--- config.mk ---
export PLATFORM = sky130hd
export DESIGN_NAME = tdls_ctrl
export DESIGN_NICKNAME = d
export VERILOG_FILES = /design/src/sv/tdls_pkg.sv /design/src/sv/tdls_ctrl.sv
export SDC_FILE = /design/constraint.sdc
export NUM_CORES = 1
export LEC_CHECK = 0
export BUFFER_PORTS_ARGS = -buffer_cell sky130_fd_sc_hd__buf_2
export CORE_MARGIN = 2
export CORE_UTILIZATION = 50
export DETAILED_ROUTE_END_ITERATION = 7
export PLACE_DENSITY_LB_ADDON = 0.2
export SETUP_SLACK_MARGIN = 0.5
export SLEW_MARGIN = 10
export SYNTH_ARGS = -nofsm -noshare
export SYNTH_HDL_FRONTEND = slang
export SYNTH_SLANG_ARGS = --single-unit
--- constraint.sdc ---
create_clock -name clk -period 5.2 [get_ports clk]
set_input_delay 0.78 -clock clk [delete_from_list [all_inputs] [get_ports clk]]
set_output_delay 0.78 -clock clk [all_outputs]
set_load 0.01 [all_outputs]
--- src/sv/tdls_pkg.sv ---
// Package for the tridiagonal solver: widths, fixed-point helpers, controller
// command/status types. Depends on nothing.
package tdls_pkg;
	localparam int MAX_ROWS   = 64;
	localparam int DATA_WIDTH = 32;
	localparam int FRAC_BITS  = 16;
	localparam int ROW_W      = $clog2(MAX_ROWS);
	localparam int CNT_W      = ROW_W + 1;
	localparam int THR_W      = 31;
	localparam int DIVQ_W     = DATA_WIDTH + FRAC_BITS + 1;

	typedef logic signed [DATA_WIDTH-1:0] data_t;
	typedef logic [ROW_W-1:0] row_t;

	localparam logic signed [63:0] VMAX = (64'sd1 <<< (DATA_WIDTH - 1)) - 64'sd1;
	localparam logic signed [63:0] VMIN = -VMAX - 64'sd1;

	// datapath operations
	localparam logic [2:0] OP_NONE   = 3'd0;
	localparam logic [2:0] OP_LOAD0  = 3'd1; // store first row
	localparam logic [2:0] OP_FACTOR = 3'd2; // f = a / piv
	localparam logic [2:0] OP_REDUCE = 3'd3; // diag/rhs update
	localparam logic [2:0] OP_XLAST  = 3'd4; // x = rhs / diag of last row
	localparam logic [2:0] OP_BACK   = 3'd5; // t = rhs[k] - upper[k]*x
	localparam logic [2:0] OP_XDIV   = 3'd6; // x = t / diag[k]

	typedef struct packed {
		logic [2:0] op;
		logic       start;   // begin op this cycle
		logic       rd;      // issue memory read at addr
		logic       cap;     // latch the row item being accepted
		row_t       addr;
	} dp_cmd_t;

	typedef struct packed {
		logic done;          // multi-cycle op finished
		logic too_small;     // pivot of last read is under threshold
	} dp_sts_t;

	function automatic data_t sat64(input logic signed [63:0] v);
		if (v > VMAX) return data_t'(VMAX);
		if (v < VMIN) return data_t'(VMIN);
		return data_t'(v);
	endfunction
endpackage

--- src/sv/tdls_ctrl.sv ---
// Controller state machine: row loading, pivot checks, back substitution.
// Depends on tdls_pkg.
module tdls_ctrl import tdls_pkg::*; (
	input  logic clk,
	input  logic arst_n,
	input  logic in_valid,
	input  logic in_last,
	output logic in_ready,
	output logic out_valid,
	input  logic out_ready,
	output logic out_sing,
	output logic out_last,
	output row_t out_row,
	output row_t wr_row,
	output dp_cmd_t cmd,
	input  dp_sts_t sts
);
	localparam logic [3:0] S_IDLE = 4'd0, S_PIV = 4'd1, S_FDIV = 4'd2,
		S_RED = 4'd3, S_LRD = 4'd4, S_LCHK = 4'd5, S_XL = 4'd6,
		S_EMIT = 4'd7, S_BRD = 4'd8, S_BMUL = 4'd9, S_BDIV = 4'd10,
		S_BRD2 = 4'd11, S_ST = 4'd12;
	logic [3:0] st_q;
	logic [CNT_W-1:0] cnt_q;
	row_t row_q, k_q;
	logic sing_q, last_q;
	logic acc;

	assign in_ready = (st_q == S_IDLE);
	assign acc = in_valid && in_ready;
	assign wr_row = row_q;
	assign out_valid = (st_q == S_EMIT);
	assign out_sing = sing_q;
	assign out_row = sing_q ? '0 : k_q;
	assign out_last = sing_q || (k_q == '0);

	// command decode
	always_comb begin
		cmd = '0;
		cmd.addr = k_q;
		unique case (st_q)
			S_IDLE: begin
				cmd.rd = acc; cmd.cap = acc; cmd.addr = row_t'(cnt_q - 1'b1);
				cmd.op = (acc && cnt_q == '0) ? OP_LOAD0 : OP_NONE;
				cmd.start = acc && cnt_q == '0;
			end
			S_PIV:  begin cmd.op = OP_FACTOR; cmd.start = 1'b1; end
			// reduce starts as the factor division reports done
			S_FDIV: begin
				cmd.op = sts.done ? OP_REDUCE : OP_FACTOR;
				cmd.start = sts.done;
			end
			S_RED:  begin cmd.op = OP_REDUCE; cmd.addr = row_t'(row_q - 1'b1); end
			S_LRD:  begin cmd.rd = 1'b1; cmd.addr = row_q; end
			S_LCHK: begin cmd.op = OP_XLAST; cmd.start = !sts.too_small && !sing_q; end
			S_XL:   cmd.op = OP_XLAST;
			S_BRD:  begin cmd.rd = 1'b1; end
			S_BRD2: begin cmd.op = OP_BACK; cmd.start = 1'b1; end
			S_BMUL: begin cmd.op = OP_BACK; end
			S_BDIV: begin cmd.op = OP_XDIV; cmd.start = (st_q == S_BDIV) && !last_q; end
			S_ST:   cmd.op = OP_XDIV;
			default: cmd = '0;
		endcase
	end

	always_ff @(posedge clk or negedge arst_n) begin
		if (!arst_n) begin
			st_q <= S_IDLE; cnt_q <= '0; row_q <= '0; k_q <= '0;
			sing_q <= 1'b0; last_q <= 1'b0;
		end else begin
			unique case (st_q)
				S_IDLE: if (acc) begin
					row_q <= (cnt_q >= CNT_W'(MAX_ROWS - 1)) ? row_t'(MAX_ROWS - 1)
						: row_t'(cnt_q);
					last_q <= in_last || cnt_q >= CNT_W'(MAX_ROWS - 1);
					if (cnt_q == '0) st_q <= (in_last) ? S_LRD : S_IDLE;
					else st_q <= S_PIV;
					if (cnt_q == '0 && !in_last) cnt_q <= CNT_W'(1);
				end
				S_PIV: begin
					if (sts.too_small) sing_q <= 1'b1;
					st_q <= S_FDIV;
				end
				S_FDIV: if (sts.done) st_q <= S_RED;
				S_RED: if (sts.done) begin
					if (last_q) st_q <= S_LRD;
					else begin cnt_q <= cnt_q + 1'b1; st_q <= S_IDLE; end
				end
				S_LRD: begin k_q <= row_q; st_q <= S_LCHK; end
				S_LCHK: begin
					if (sts.too_small) sing_q <= 1'b1;
					st_q <= (sts.too_small || sing_q) ? S_EMIT : S_XL;
				end
				S_XL: if (sts.done) st_q <= S_EMIT;
				S_EMIT: if (out_ready) begin
					if (out_last) begin
						st_q <= S_IDLE; cnt_q <= '0; sing_q <= 1'b0;
					end else begin
						k_q <= k_q - 1'b1; st_q <= S_BRD;
					end
				end
				S_BRD: st_q <= S_BRD2;
				S_BRD2: st_q <= S_BMUL;
				S_BMUL: if (sts.done) begin st_q <= S_BDIV; last_q <= 1'b0; end
				S_BDIV: st_q <= S_ST;
				S_ST: if (sts.done) st_q <= S_EMIT;
				default: st_q <= S_IDLE;
			endcase
		end
	end

	a_hold: assert property (@(posedge clk) disable iff (!arst_n)
		out_valid && !out_ready |=> out_valid && $stable(k_q)) else $error("result dropped");
	a_nohs: assert property (@(posedge clk) disable iff (!arst_n)
		out_valid |-> !in_ready) else $error("load during emit");
	a_sing: assert property (@(posedge clk) disable iff (!arst_n)
		out_valid && sing_q |-> out_last) else $error("singular not final");
endmodule
==> results_dict.tcl <==
set metrics [dict create \
    outcome "complete, no violations" \
    netlist_instances 273 \
    finalHoldViolCount 0 \
    grt_pass1_wl_mm 8.76 \
    clk-insertion-delay-late_ps 270 \
    antenna_found_initial 0 \
    postCtsSetupBuffers 0 \
    cts.repair.resized 0 \
    via_per_inst 6.17 \
    grt_pass1_vias 1699 \
    grt_max_degree 29 \
    num-fill-cells 391 \
    synth_common_cells "35 x nor2_1, 28 x a21oi_1, 25 x dfrtp_1" \
    cpPeakStageDelay_ps 780 \
    drt_wl_total_mm 5.48 \
    grt_use_total_pct 24.8 \
    final_nets 303 \
    fin_skew_ps 2.61 \
    syn_nets 285 \
    cts_max_level 1 \
    regArea_um2 626 \
    min_path_type "primary input to async pin" \
    maxCapViolations 0 \
    cts.reportedPaths.clkPinSlew_ps 90 \
    crit_slowest_cell "dfrtp_1" \
    dp_cells 336 \
    drtAntennaViolNets 0 \
    initial_utilization_pct 52.3 \
    synth.avg_cell_area_um2 7.66 \
    cp_max_fo 19 \
    critical_path_required_ps 4420 \
    drc 0 \
    die_x_um 68.7 \
    routabilityCongestion 0.915 \
    syn_area_um2 2090 \
    dieArea_um2 4720 \
    arrival_ps 2920 \
    yosys.area.top_type "dfrtp_1" \
    synth_top_area_share_pct 29.9 \
    m1WireLength_mm 2.57 \
    max_freq_ghz 0.271 \
    yosys_warnings 0 \
    fin_crit_sh_pct 71.1 \
    port_buffers 34 \
    leakage_nw 0.942 \
    yosys_register_bits 25 \
    min_period_ps 3700 \
    crit_path_frequent_cell "nor2_1" \
    numClockSinks 25 \
    p_per_area_nw_per_um2 687 \
    worstSetupStartpointType "register" \
    grt-ovfl-total 0 \
    path_cells "and4bb_2 -> nor2_1 -> a21oi_1 -> ha_1 -> nor3b_1 -> xnor2_1 -> nor2_1 -> a221oi_1 -> o21ai_0 -> buf_2" \
    ctsLongestPathBuffers 2 \
    vias 2098 \
    cts_tree "yes" \
    worstMarginPinSlew_ps 793 \
    end_kind "primary output" \
    finalSetupViolCount 0 \
    rsz0062_at_grt "false" \
    multi_input_area_um2 1300 \
    met2_length_mm 2.49 \
    top_layer "met4" \
    wl_met3_um 376 \
    cts_buffers 3 \
    die_h_um 68.7 \
    async_flop_share_pct 100 \
    synthFlopType "dfrtp_1" \
    worst-setup-path-type "register to primary output" \
    synth-edff-count 0 \
    io_pins 35 \
    clock-root-buffer "clkbuf_8" \
    yosysMostFrequentCell "nor2_1" \
    rows 23 \
    path_delay_family "simple AND/OR/NAND/NOR gates" \
    final_cells 340 \
    post_drt_wl_per_cell_um 16.1 \
    core_area_um2 4000 \
    cp.buffers_inverters 1 \
    slew_headroom_pct 47.2 \
    ctsHoldBuffers 0 \
    area_growth_pct 7.83 \
    yosys-top-cells-area "dfrtp_1 30%, a21oi_1 6.7%, nor2_1 6.3%" \
    firstDrtPassIters 6 \
    drive_gt1_share_pct 15.5 \
    drt_iter0_markers 190 \
    diodes 0 \
    slew_viol_final 0 \
    place_hpwl_mm 3.90 \
    ys_types 64 \
    setup_tns_ps 0 \
    ys_seq_area_share_pct 29.9 \
    max-vdd-ir-drop_uv 312 \
]
[per-layer routing]
layer  global-route usage, %  vias to the layer above
met5                       0                        -
met4                    5.00                        0
met3                    2.44                        6
met2                    37.0                       89
met1                    38.4                      963
li1                        -                     1040
[final timing paths]
kind                                     startpoint               endpoint  slack (ps)  cells past startpoint
worst max-delay path            st_q[1]$_DFFE_PN0P_                 cmd[4]        1500                     10
worst min-delay path                         arst_n     k_q[3]$_DFFE_PN0P_         480                      1
worst max register to register  st_q[2]$_DFFE_PN0P_   cnt_q[0]$_DFFE_PN0P_        2840                      5
worst min register to register   k_q[1]$_DFFE_PN0P_     k_q[1]$_DFFE_PN0P_         580                      2
max in group asynchronous                    arst_n  wr_row[1]$_DFFE_PN0P_        4340                      1
min in group clk                 k_q[1]$_DFFE_PN0P_     k_q[1]$_DFFE_PN0P_         580                      2
[where the power goes]
part / switching (mW) / leakage (nW) / internal [mW]
clock: 0.0659 / 0.0228 / 0.0550
combinational: 0.541 / 0.613 / 0.395
sequential: 0.217 / 0.306 / 0.274
total: 0.825 / 0.942 / 0.724
[through the flow]
| step | hold slack (ps) | area [µm²] | utilization [%] | setup WS, ps | total power [mW] |
|---|---|---|---|---|---|
| final | 485 | 2260 | 56.4 | 1500 | 1.55 |
| after global routing | 518 | 2260 | 56.4 | 1300 | 1.69 |
| after CTS | 505 | 2260 | 56.4 | 1490 | 1.54 |
| after detailed placement | 563 | 2210 | 55.3 | 1810 | 1.42 |
| after global placement | 541 | 2210 | 55.3 | 1880 | 1.42 |
| after floorplan | 484 | 2090 | - | 2220 | 1.17 |
[layout make-up]
cell class,instances,area share (%)
sequential,25,27.7
tap,50,2.77
clock buffer,4,2.00
multi-input combinational,214,57.8
inverter,13,2.16
timing repair buffer,34,7.54
[placed cells by master (no fill, tap or decap), drive strengths merged, types with 3 or more instances in the layout]
cell type / instances
nor2: 37
buf: 34
a21oi: 28
dfrtp: 25
nand2: 22
o21ai: 21
a31oi: 12
inv: 11
nor3: 10
nand3: 9
nor2b: 5
nor4: 5
ha: 5
a221oi: 4
clkbuf: 4
xor2: 3
o22a: 3
xnor2: 3
o22ai: 3
nor3b: 3
a22oi: 3
o31ai: 3
[worst reg2reg max path: stages (launching register included)]
cell	delay, ps
dfrtp_1	870
clkinv_1	530
a31oi_1	290
o211ai_2	160
nor4_1	290
a211oi_1	90
[sequential cells by signal, indices dropped and copies added, names as in the netlist]
signal / flops
cnt_q: 7
k_q: 6
last_q: 1
out_sing: 1
st_q: 4
wr_row: 6
[logic make-up (layout without fill, tap and decap cells)]
kind of cell	Yosys count	in the layout	share of synthesized area (%)
flops	25	25	29.9
mux	1	1	0.478
xor+xnor	6	6	2.51
fa+ha+maj	5	5	2.99
buf+inv	34	51	7.77
compound gates	96	96	29.5
simple gates	106	106	26.9
Note: power is estimated with default switching activity, not from simulation.
